===== config.mk =====
export PLATFORM = sky130hd
export DESIGN_NAME = stepper_tone_generator_core
export DESIGN_NICKNAME = d
export VERILOG_FILES = /design/src/rtl/stg_pkg.sv /design/src/rtl/stg_cell.sv /design/src/rtl/stepper_tone_generator_core.sv
export SDC_FILE = /design/constraint.sdc
export NUM_CORES = 1
export LEC_CHECK = 0
export BUFFER_PORTS_ARGS = -buffer_cell sky130_fd_sc_hd__buf_2
export CAP_MARGIN = 20
export CORE_MARGIN = 1
export CORE_UTILIZATION = 45
export CTS_CLUSTER_DIAMETER = 100
export DETAILED_ROUTE_END_ITERATION = 10
export HOLD_SLACK_MARGIN = 0.06
export PLACE_DENSITY_LB_ADDON = 0.3
export SYNTH_ARGS = -nofsm -noshare
export SYNTH_HDL_FRONTEND = slang
export SYNTH_SLANG_ARGS = --single-unit
export TNS_END_PERCENT = 5

===== constraint.sdc =====
create_clock -name aclk -period 2.57 [get_ports aclk]
set_input_delay 0.514 -clock aclk [delete_from_list [all_inputs] [get_ports aclk]]
set_output_delay 0.514 -clock aclk [all_outputs]
set_load 0.01 [all_outputs]

===== src/rtl/stg_pkg.sv =====
// stg_pkg: shared types and constants for the stepper tone generator.
// No dependencies; imported by stg_cell and stepper_tone_generator_core.
package stg_pkg;

    localparam int REQ_W    = 3;
    localparam int CHAN_W   = 3;
    localparam int NOTE_W   = 7;
    localparam int HALF_W   = 16;
    localparam int HEAD_W   = 8;
    localparam int LEVELS_W = 8;

    localparam logic [HEAD_W-1:0] HEAD_MAX_RESET = 8'd150;

    typedef enum logic [REQ_W-1:0] {
        REQ_TICK     = 3'd0,
        REQ_NOTE_ON  = 3'd1,
        REQ_NOTE_OFF = 3'd2,
        REQ_PERIOD   = 3'd3,
        REQ_STOP_ALL = 3'd4
    } req_code_t;

    // Request word carried from cell to cell along the chain.
    typedef struct packed {
        logic [REQ_W-1:0]  req_type;
        logic [CHAN_W-1:0] chan_index;
        logic [NOTE_W-1:0] note_number;
        logic              any_active;
    } req_t;

endpackage


===== src/rtl/stg_cell.sv =====
// stg_cell: one channel of the tone generator, one link of the request chain.
// Depends on stg_pkg for the request word and request codes.
module stg_cell
    import stg_pkg::*;
#(
    parameter int CELL_IDX    = 0,
    parameter int PERIOD_BITS = 16
) (
    input  logic                   aclk,
    input  logic                   aresetn,
    input  logic [HEAD_W-1:0]      max_head_pos,
    input  logic                   tok_in,
    input  req_t                   req_in,
    input  logic [PERIOD_BITS-1:0] per_in,
    output logic                   tok_out,
    output req_t                   req_out,
    output logic [PERIOD_BITS-1:0] per_out,
    output logic                   step_o,
    output logic                   dir_o,
    output logic                   active_o
);

    logic [NOTE_W-1:0]      note_reg, note_next;
    logic                   active_reg, active_next;
    logic [PERIOD_BITS-1:0] period_reg, period_next;
    logic [PERIOD_BITS-1:0] count_reg, count_next;
    logic                   step_reg, step_next;
    logic                   dir_reg, dir_next;
    logic [HEAD_W-1:0]      head_reg, head_next;
    logic [HEAD_W-1:0]      head_move;
    logic                   hit;

    logic                   tok_reg;
    req_t                   req_reg;
    logic [PERIOD_BITS-1:0] per_reg;

    always_comb begin
        note_next   = note_reg;
        active_next = active_reg;
        period_next = period_reg;
        count_next  = count_reg;
        step_next   = step_reg;
        dir_next    = dir_reg;
        head_next   = head_reg;
        head_move   = dir_reg ? (head_reg - HEAD_W'(1)) : (head_reg + HEAD_W'(1));
        hit         = (int'(req_in.chan_index) == CELL_IDX);
        if (tok_in) begin
            case (req_in.req_type)
                REQ_TICK: begin
                    if (req_in.any_active && (period_reg != '0)) begin
                        if (count_reg >= period_reg) begin
                            head_next  = head_move;
                            if ((head_move == max_head_pos) || (head_move == '0)) begin
                                dir_next = ~dir_reg;
                            end
                            step_next  = ~step_reg;
                            count_next = '0;
                        end else begin
                            count_next = count_reg + PERIOD_BITS'(1);
                        end
                    end
                end
                REQ_NOTE_ON: begin
                    if (hit) begin
                        note_next   = req_in.note_number;
                        period_next = per_in;
                        active_next = 1'b1;
                    end
                end
                REQ_NOTE_OFF: begin
                    if (hit && (note_reg == req_in.note_number)) begin
                        note_next   = '0;
                        period_next = '0;
                        active_next = 1'b0;
                        step_next   = 1'b0;
                    end
                end
                REQ_PERIOD: begin
                    if (hit && active_reg) begin
                        period_next = per_in;
                    end
                end
                REQ_STOP_ALL: begin
                    note_next   = '0;
                    active_next = 1'b0;
                    period_next = '0;
                    count_next  = '0;
                    step_next   = 1'b0;
                    dir_next    = 1'b0;
                    head_next   = '0;
                end
                default: begin
                end
            endcase
        end
    end

    always_ff @(posedge aclk) begin
        if (!aresetn) begin
            note_reg   <= '0;
            active_reg <= 1'b0;
            period_reg <= '0;
            count_reg  <= '0;
            step_reg   <= 1'b0;
            dir_reg    <= 1'b0;
            head_reg   <= '0;
            tok_reg    <= 1'b0;
        end else begin
            note_reg   <= note_next;
            active_reg <= active_next;
            period_reg <= period_next;
            count_reg  <= count_next;
            step_reg   <= step_next;
            dir_reg    <= dir_next;
            head_reg   <= head_next;
            tok_reg    <= tok_in;
        end
    end

    // Request payload to the neighbor; only meaningful with the token.
    always_ff @(posedge aclk) begin
        req_reg <= req_in;
        per_reg <= per_in;
    end

    assign tok_out  = tok_reg;
    assign req_out  = req_reg;
    assign per_out  = per_reg;
    assign step_o   = step_reg;
    assign dir_o    = dir_reg;
    assign active_o = active_reg;

endmodule


===== src/rtl/stepper_tone_generator_core.sv =====
// stepper_tone_generator_core: top level of the multi-channel step tone generator.
// Depends on stg_pkg and on stg_cell (one cell per channel, chained).
//
//  channel   direction  handshake          word contents
//  s_*       in         s_valid/s_ready    req_type, chan_index, note_number, half_period
//  m_*       out        m_valid/m_ready    step_levels, dir_levels, active_mask
//  cfg_*     in         cfg_wr_en          max_head_pos (cfg_wr_data)
//
// Order: a word visits cell 0 at the accept edge and then each following cell in turn,
// through the chain registers; a result is ready once the token leaves the last cell,
// and no new word is taken until that result loads into the output register.
// Reset: aresetn low at a clock edge clears every channel, the chain tokens and the
// output valid flag, and loads max_head_pos with 150. No clearing pass follows.
// Stalls: a finished word waits in the output register; the next input word is
// accepted meanwhile. A result that finds the output register full holds in the cells.
module stepper_tone_generator_core
    import stg_pkg::*;
#(
    parameter int NUM_CHANNELS = 8,
    parameter int PERIOD_BITS  = 16
) (
    input  logic                aclk,
    input  logic                aresetn,

    input  logic                cfg_wr_en,
    input  logic [HEAD_W-1:0]   cfg_wr_data,

    input  logic                s_valid,
    output logic                s_ready,
    input  logic [REQ_W-1:0]    s_req_type,
    input  logic [CHAN_W-1:0]   s_chan_index,
    input  logic [NOTE_W-1:0]   s_note_number,
    input  logic [HALF_W-1:0]   s_half_period,

    output logic                m_valid,
    input  logic                m_ready,
    output logic [LEVELS_W-1:0] m_step_levels,
    output logic [LEVELS_W-1:0] m_dir_levels,
    output logic [LEVELS_W-1:0] m_active_mask
);

    logic [HEAD_W-1:0] max_head_reg;

    // Control: busy from accept until the result lands in the output register.
    logic busy_reg, busy_next;
    logic pending_reg, pending_next;
    logic m_valid_reg, m_valid_next;
    logic s_accept;
    logic result_ready;
    logic load;

    logic [LEVELS_W-1:0] step_out_reg, dir_out_reg, active_out_reg;
    logic [LEVELS_W-1:0] step_view, dir_view, active_view;

    // Chain links: index i is what cell i hands to cell i+1.
    logic [NUM_CHANNELS-1:0]   tok_vec;
    req_t                      req_vec [NUM_CHANNELS];
    logic [PERIOD_BITS-1:0]    per_vec [NUM_CHANNELS];
    logic [NUM_CHANNELS-1:0]   step_vec, dir_vec, active_vec;

    req_t                      req_head;
    logic [PERIOD_BITS-1:0]    per_head;
    logic [HALF_W+PERIOD_BITS-1:0] per_ext;

    assign s_ready  = !busy_reg;
    assign s_accept = s_valid && s_ready;

    // Fit the half period to the stored period width: zero-extend or truncate.
    assign per_ext  = {{PERIOD_BITS{1'b0}}, s_half_period};
    assign per_head = per_ext[PERIOD_BITS-1:0];

    // Sample "any channel active" at accept; no event that needs it changes it.
    always_comb begin
        req_head.req_type    = s_req_type;
        req_head.chan_index  = s_chan_index;
        req_head.note_number = s_note_number;
        req_head.any_active  = |active_vec;
    end

    genvar gi;
    generate
        for (gi = 0; gi < NUM_CHANNELS; gi++) begin : g_cell
            logic                   tok_in;
            req_t                   req_in;
            logic [PERIOD_BITS-1:0] per_in;
            if (gi == 0) begin : g_first
                assign tok_in = s_accept;
                assign req_in = req_head;
                assign per_in = per_head;
            end else begin : g_link
                assign tok_in = tok_vec[gi-1];
                assign req_in = req_vec[gi-1];
                assign per_in = per_vec[gi-1];
            end
            stg_cell #(
                .CELL_IDX    (gi),
                .PERIOD_BITS (PERIOD_BITS)
            ) u_cell (
                .aclk         (aclk),
                .aresetn      (aresetn),
                .max_head_pos (max_head_reg),
                .tok_in       (tok_in),
                .req_in       (req_in),
                .per_in       (per_in),
                .tok_out      (tok_vec[gi]),
                .req_out      (req_vec[gi]),
                .per_out      (per_vec[gi]),
                .step_o       (step_vec[gi]),
                .dir_o        (dir_vec[gi]),
                .active_o     (active_vec[gi])
            );
        end

        // Only the first eight channels show in the result; missing ones read 0.
        for (gi = 0; gi < LEVELS_W; gi++) begin : g_view
            if (gi < NUM_CHANNELS) begin : g_have
                assign step_view[gi]   = step_vec[gi];
                assign dir_view[gi]    = dir_vec[gi];
                assign active_view[gi] = active_vec[gi];
            end else begin : g_none
                assign step_view[gi]   = 1'b0;
                assign dir_view[gi]    = 1'b0;
                assign active_view[gi] = 1'b0;
            end
        end
    endgenerate

    // The token leaving the last cell means every channel has taken the word.
    assign result_ready = tok_vec[NUM_CHANNELS-1] || pending_reg;
    assign load         = result_ready && (!m_valid_reg || m_ready);

    always_comb begin
        busy_next    = busy_reg;
        pending_next = result_ready && !load;
        m_valid_next = m_valid_reg;
        if (m_valid_reg && m_ready) begin
            m_valid_next = 1'b0;
        end
        if (load) begin
            m_valid_next = 1'b1;
            busy_next    = 1'b0;
        end
        if (s_accept) begin
            busy_next = 1'b1;
        end
    end

    always_ff @(posedge aclk) begin
        if (!aresetn) begin
            busy_reg     <= 1'b0;
            pending_reg  <= 1'b0;
            m_valid_reg  <= 1'b0;
            max_head_reg <= HEAD_MAX_RESET;
        end else begin
            busy_reg    <= busy_next;
            pending_reg <= pending_next;
            m_valid_reg <= m_valid_next;
            if (cfg_wr_en) begin
                max_head_reg <= cfg_wr_data;
            end
        end
    end

    // Capture the channel levels; cells hold still while a result is pending.
    always_ff @(posedge aclk) begin
        if (load) begin
            step_out_reg   <= step_view;
            dir_out_reg    <= dir_view;
            active_out_reg <= active_view;
        end
    end

    assign m_valid       = m_valid_reg;
    assign m_step_levels = step_out_reg;
    assign m_dir_levels  = dir_out_reg;
    assign m_active_mask = active_out_reg;

`ifndef SYNTH
    // At most one word walks the chain.
    assert property (@(posedge aclk) disable iff (!aresetn) $onehot0(tok_vec))
        else $error("more than one token in the cell chain");

    // An idle block has no token in flight and nothing pending.
    assert property (@(posedge aclk) disable iff (!aresetn)
        !busy_reg |-> ((tok_vec == '0) && !pending_reg))
        else $error("token or pending result while idle");

    // A result is held back only while the output register is occupied.
    assert property (@(posedge aclk) disable iff (!aresetn)
        pending_reg |-> m_valid_reg)
        else $error("pending result with free output register");

    // A loaded result frees the input side at the next edge.
    assert property (@(posedge aclk) disable iff (!aresetn)
        load |=> (m_valid_reg && s_ready))
        else $error("load did not present a result and reopen input");
`endif

endmodule


# Word-level counts from Yosys, hierarchy flattened
# Index checks and enable logic that the tools add are counted.
# word_totals
reg_bits,653
output_inout_bits,26
wordCells,602
# classes
n_bitwise,16
n_mux,196
magnitude_cmp,8
eq_ne,103
n_addsub,24
n_reduce_logical,149
# op_table
cell,count
16-bit two-way mux,40
16-bit case mux with 4 select lines,8
16-bit case mux with 2 select lines,8
8-bit two-way mux,24
7-bit case mux with 3 select lines,8
"16-bit by 1-bit adder with 16-bit output, second input constant",8
16-bit >= comparator,8
8-bit case mux with 2 select lines,8
16-bit nonzero test,8
5-bit AND reduction,24
7-bit two-way mux,16
"2-bit by 1-bit inequality test with 1-bit output, second input constant",48
"8-bit by 1-bit adder with 8-bit output, second input constant",8
8-bit equality test,8
8-bit zero test,8
4-bit AND reduction,16
"8-bit by 1-bit subtractor with 8-bit output, second input constant",8
1-bit two-way mux,60
7-bit equality test,8
"3-bit by 2-bit equality test with 1-bit output, second input constant",18
1-bit case mux with 3 select lines,16
3-bit nonzero test,16
"3-bit equality test, second input constant",12
4-bit nonzero test,8
other kinds (10),102

# Depth between registers and ports, before layout
# logic_depth
ltp_word,8
depth_mapped,12
mapped_depth_nobuf,10

# Modules after synthesis
# Synthesis repeated with hierarchy kept, for this count alone.
# unflattened
hier_cells,3501
hier_area_um2,32232.2
# modules_own_cells
module,cells_each,area_each_um2,n_inst,seq_area_each_um2
stg_cell (g_cell[1].u_cell ...),426,3881.2,3,1621.6
stg_cell (g_cell[3].u_cell ...),425,3878.7,2,1621.6
stg_cell (g_cell[0].u_cell),425,3906.2,1,1621.6
stg_cell (g_cell[7].u_cell),440,3888.7,1,1621.6
stg_cell (g_cell[6].u_cell),441,3881.2,1,1621.6
stepper_tone_generator_core,67,1154.9,1,940.9

# Least setup slack after synthesis
# Ideal clock, no wire load.
# synth_timing
path_type,reg2reg
from,reg g_cell[3].u_cell.dir_reg
to,reg g_cell[3].u_cell.dir_reg
arrival_ns,2.704
path_buffers,1
setup_ns,0.070
path_stages_with_launch,11
path_slack_ns,-0.204
cell_sequence,dfxtp_1 -> ha_1 -> a211oi_1 -> o21bai_1 -> a2111oi_0 -> or3_1 -> buf_2 -> xnor3_1 -> a221oi_1 -> or4b_1 -> a21oi_1
# synth_via
elab_chain_cells,5
# synth_lines
item,line,text
from (decl),stg_cell.sv:28,"logic dir_reg, dir_next;"
from (signal assigned),stg_cell.sv:114,dir_reg <= dir_next;
8-bit two-way mux or 1-bit inverter (tied branches),"stg_cell.sv:45, stg_cell.sv:54",
8-bit equality test (tied with other cells),stg_cell.sv:53,if ((head_move == max_head_pos) || (head_move == '0)) begin
1-bit logical OR or 1-bit two-way mux (tied branches),"stg_cell.sv:53, stg_cell.sv:51",
2-bit by 1-bit inequality test with 1-bit output (no line) or 1-bit two-way mux (tied branches),-,
5-bit AND reduction (no line) or 1-bit case mux with 2 select lines (tied branches),-,
# Parallel ways exist; a longest one is shown, timed or not. The select of a mux whose other input is x is not followed.
# A chain may end at the register's enable or synchronous reset.

# Final worst setup path
# layout_timing
from,reg g_cell[7].u_cell.dir_reg
to,reg g_cell[7].u_cell.dir_reg
# layout_via
elab_chain_cells,5
# layout_lines
item,line
from (decl),stg_cell.sv:28
from (signal assigned),stg_cell.sv:114
8-bit two-way mux or 1-bit inverter (tied branches),"stg_cell.sv:45, stg_cell.sv:54"
8-bit equality test (tied with other cells),stg_cell.sv:53
1-bit logical OR or 1-bit two-way mux (tied branches),"stg_cell.sv:53, stg_cell.sv:51"
2-bit by 1-bit inequality test with 1-bit output (no line) or 1-bit two-way mux (tied branches),-
5-bit AND reduction (no line) or 1-bit case mux with 2 select lines (tied branches),-
# Parallel ways exist; a longest one is shown, timed or not. The select of a mux whose other input is x is not followed.

==> run_results.csv <==
group,metric,value,unit
run_status,status,"complete, but fails checks",
run_status,violations,"negative setup slack",
routing,postRouteAntennaNets,0,
power_and_ir_drop,p_clk_frac,0.466,
synthesis,ys_async_sr_fraction,0,
setup_path,crit_type,"flip-flop to flip-flop",
sta,fin_crit_sh,1.028,
hold_path,worstHoldPathCells,1,
cts,clockRootBuffer,"clkbuf_16",
routing,via_per_inst,5.275,
sta,relSlewSlack,0.5930,
routing,wl_per_cell,16.15,µm
setup_path,crit_arrival,3.18,ns
routing,vias,24250,
die,ios,68,
grt,track_usage,0.2156,
cells_and_area,area_growth,18.88,%
power_and_ir_drop,p_leak,14.52,nW
synthesis,netlist_instances,3434,
power_and_ir_drop,cellInternalPower,16.78,mW
sta,skew,0.01484,ns
sta,grt_setup_unrepaired,"true",
power_and_ir_drop,combPwrFrac,0.046,
routing,drc,0,
cts,cts_buffers,69,
sta,finalHoldViolCount,0,
placement,routabilityCongestion,0.8660,
power_and_ir_drop,power_switching_share,0.2273,
sta,fin_crit,2.642,ns
routing,dr.first_iter.drc_count,1499,
grt,gr-total-overflow,0,
routing,dr.pass1.iters,5,
setup_path,reg2reg_depth,9,
synthesis,synthFlopType,"dfxtp_1",
die,start_util,0.4586,
die,fp.coreArea,0.06622,mm²
synthesis,syn_avg_cell_area,8.843,µm²
setup_path,cp-end-kind,"flip-flop",
grt,grt_pass1_vias,22980,
synthesis,yosys_warnings,0,
power_and_ir_drop,p_total,21.72,mW
synthesis,ys_types,79,
synthesis,synth_nets,3676,
sta,fmaxAchievable,0.3785,GHz
synthesis,synth-seq-cells,653,
sta,drv_slew,0,
die,die_h,261.8,µm
setup_path,crit_path_start_kind,"flip-flop",
power_and_ir_drop,pwr_density_cell,601.6,mW/mm²
placement,post-dp-hpwl,54230,µm
routing,wl,74220,µm
grt,antenna_found_initial,2,
cts,cts_buffer_depth,3,
setup_path,cp_max_fo,5,
sta,setup_viol,3,
hold_path,hold_class,"input port to flip-flop",
cts,cts_tree,"done",
synthesis,seq_area_frac_synth,0.4384,
sta,worst_slack,-0.07206,ns
sta,tns,-0.1446,ns
cells_and_area,layout_common_cells,"618 x dfxtp_1, 373 x nor2_1, 340 x nand2_1, 233 x a21oi_1, 232 x buf_4",
cts,clk_latency,0.62,ns
cells_and_area,final_common_cell,"dfxtp_1",
cells_and_area,drive_above_1_share,0.1430,
grt,grt_start_max_net_pins,77,
cts,htree_levels,3,
run,maxCapViolCount,0,
synthesis,netlist_area,0.03037,mm²
sta,tightest_slew,0.6092,ns
placement,portBuffers,67,
grt,grt_pass1_wl,119200,µm
power_and_ir_drop,p_sw,4.936,mW
die,die_w,261.8,µm
power_and_ir_drop,vdd_drop_max,0.0004947,V
cells_and_area,nFillCells,5933,
cts,clkTransAtPathRegs,0.06,ns
power_and_ir_drop,pwr-share-seq,0.487,
die,std_cell_rows,94,
synthesis,synth-edff-count,24,
cells_and_area,n_antenna_cell,0,
die,dieArea,0.06853,mm²
setup_path,critical_path_required,3.11,ns
cells_and_area,nets,3921,
cts,cts_sinks,653,
path summary, 6_finish.rpt:
kind / startpoint / to / slack, ns
max: g_cell[7].u_cell.dir_o / g_cell[7].u_cell.dir_o / -0.07
min: s_note_number[0] / g_cell[0].u_cell.req_out[1] / 0.08
max reg2reg: g_cell[7].u_cell.dir_o / g_cell[7].u_cell.dir_o / -0.07
min reg2reg: g_cell[2].u_cell.req_out[10] / g_cell[3].u_cell.req_out[10] / 0.35
metal layers:
layer | track usage | share of wire | wire length, µm | vias to the layer above
met5 | 0 | 0.00018 | 13 | -
met4 | 0.07171 | 0.028 | 2114 | 2
li1 | - | - | - | 12380
met1 | 0.2787 | 0.46 | 34350 | 11380
met2 | 0.3673 | 0.48 | 35320 | 371
met3 | 0.03115 | 0.033 | 2425 | 122
cell families (layout without fill, tap and decap cells):
kind of cell	count (synthesis)	in the layout	synth area share
buffers and inverters	327	626	0.04157
flip-flops	653	653	0.4384
multiplexers	47	47	0.01549
XOR/XNOR	283	283	0.08525
AND/OR/NAND/NOR	1277	1277	0.2013
AO/OA/AOI/OAI	647	647	0.1336
adder cells (fa/ha/maj)	200	200	0.08438
worst max-delay path, stage by stage, from the launching register on:
cell and delay [ns]:
dfxtp_2 0.35, ha_1 0.32, a211oi_2 0.22, o21bai_1 0.11, a211o_1 0.29, a2111oi_2 0.37
nand4_1 0.14, o211a_1 0.14, or4b_1 0.47, a21oi_1 0.15
power by group through the flow:
stage | clock network [mW] | registers [mW] | logic [mW]
after floorplan | 0 | 10.7 | 0.609
after global placement | 0 | 10.8 | 0.948
after detailed placement | 0 | 10.8 | 0.955
after CTS | 10.3 | 10.6 | 0.990
after global routing | 10.7 | 10.6 | 1.10
final | 10.1 | 10.6 | 1.01
stage by stage:
stage          utilization  hold WS, ns  worst slack [ns]  cell area [µm²]  instances
5_1_grt             0.5452      0.06084           -0.2074            36100       4597
4_1_cts             0.5403      0.06203          -0.06696            35770       4593
2_1_floorplan            -       0.3232          -0.08480            30380       3434
3_5_place_dp        0.5000       0.3297           -0.2211            33110       4447
3_3_place_gp        0.5000       0.3342           -0.1917            33110       4447
6_report            0.5452      0.08063          -0.07206            36100       4597
Yosys cell counts (103+ instances only):
master / n / area share
o21ai_0: 124 / 0.020
nor2_1: 374 / 0.046
dfxtp_1: 629 / 0.41
a21oi_1: 242 / 0.040
xor2_1: 141 / 0.041
ha_1: 192 / 0.079
nand4_1: 103 / 0.021
nand3_1: 103 / 0.017
clkbuf_1: 136 / 0.017
xnor2_1: 134 / 0.039
nand2_1: 340 / 0.042
inv_1: 170 / 0.021
layout make-up:
cell class | instances | area [µm²] | area share
multi-input combinational | 2454 | 16230 | 0.4495
clock buffer | 101 | 2062 | 0.05712
timing repair buffer | 331 | 2509 | 0.06949
inverter | 170 | 643.1 | 0.01781
tap | 864 | 1081 | 0.02994
sequential | 653 | 13330 | 0.3693
clock inverter | 24 | 246.5 | 0.006828
what timing repair did:
item,in CTS,in global routing
endpoints found under the setup margin,36,75
gates resized for setup,36,63
pin swaps,14,13
endpoints found under the hold margin,19,1
buffers inserted,2,1
hold buffers,19,1
(Power assumes the default switching activity.)
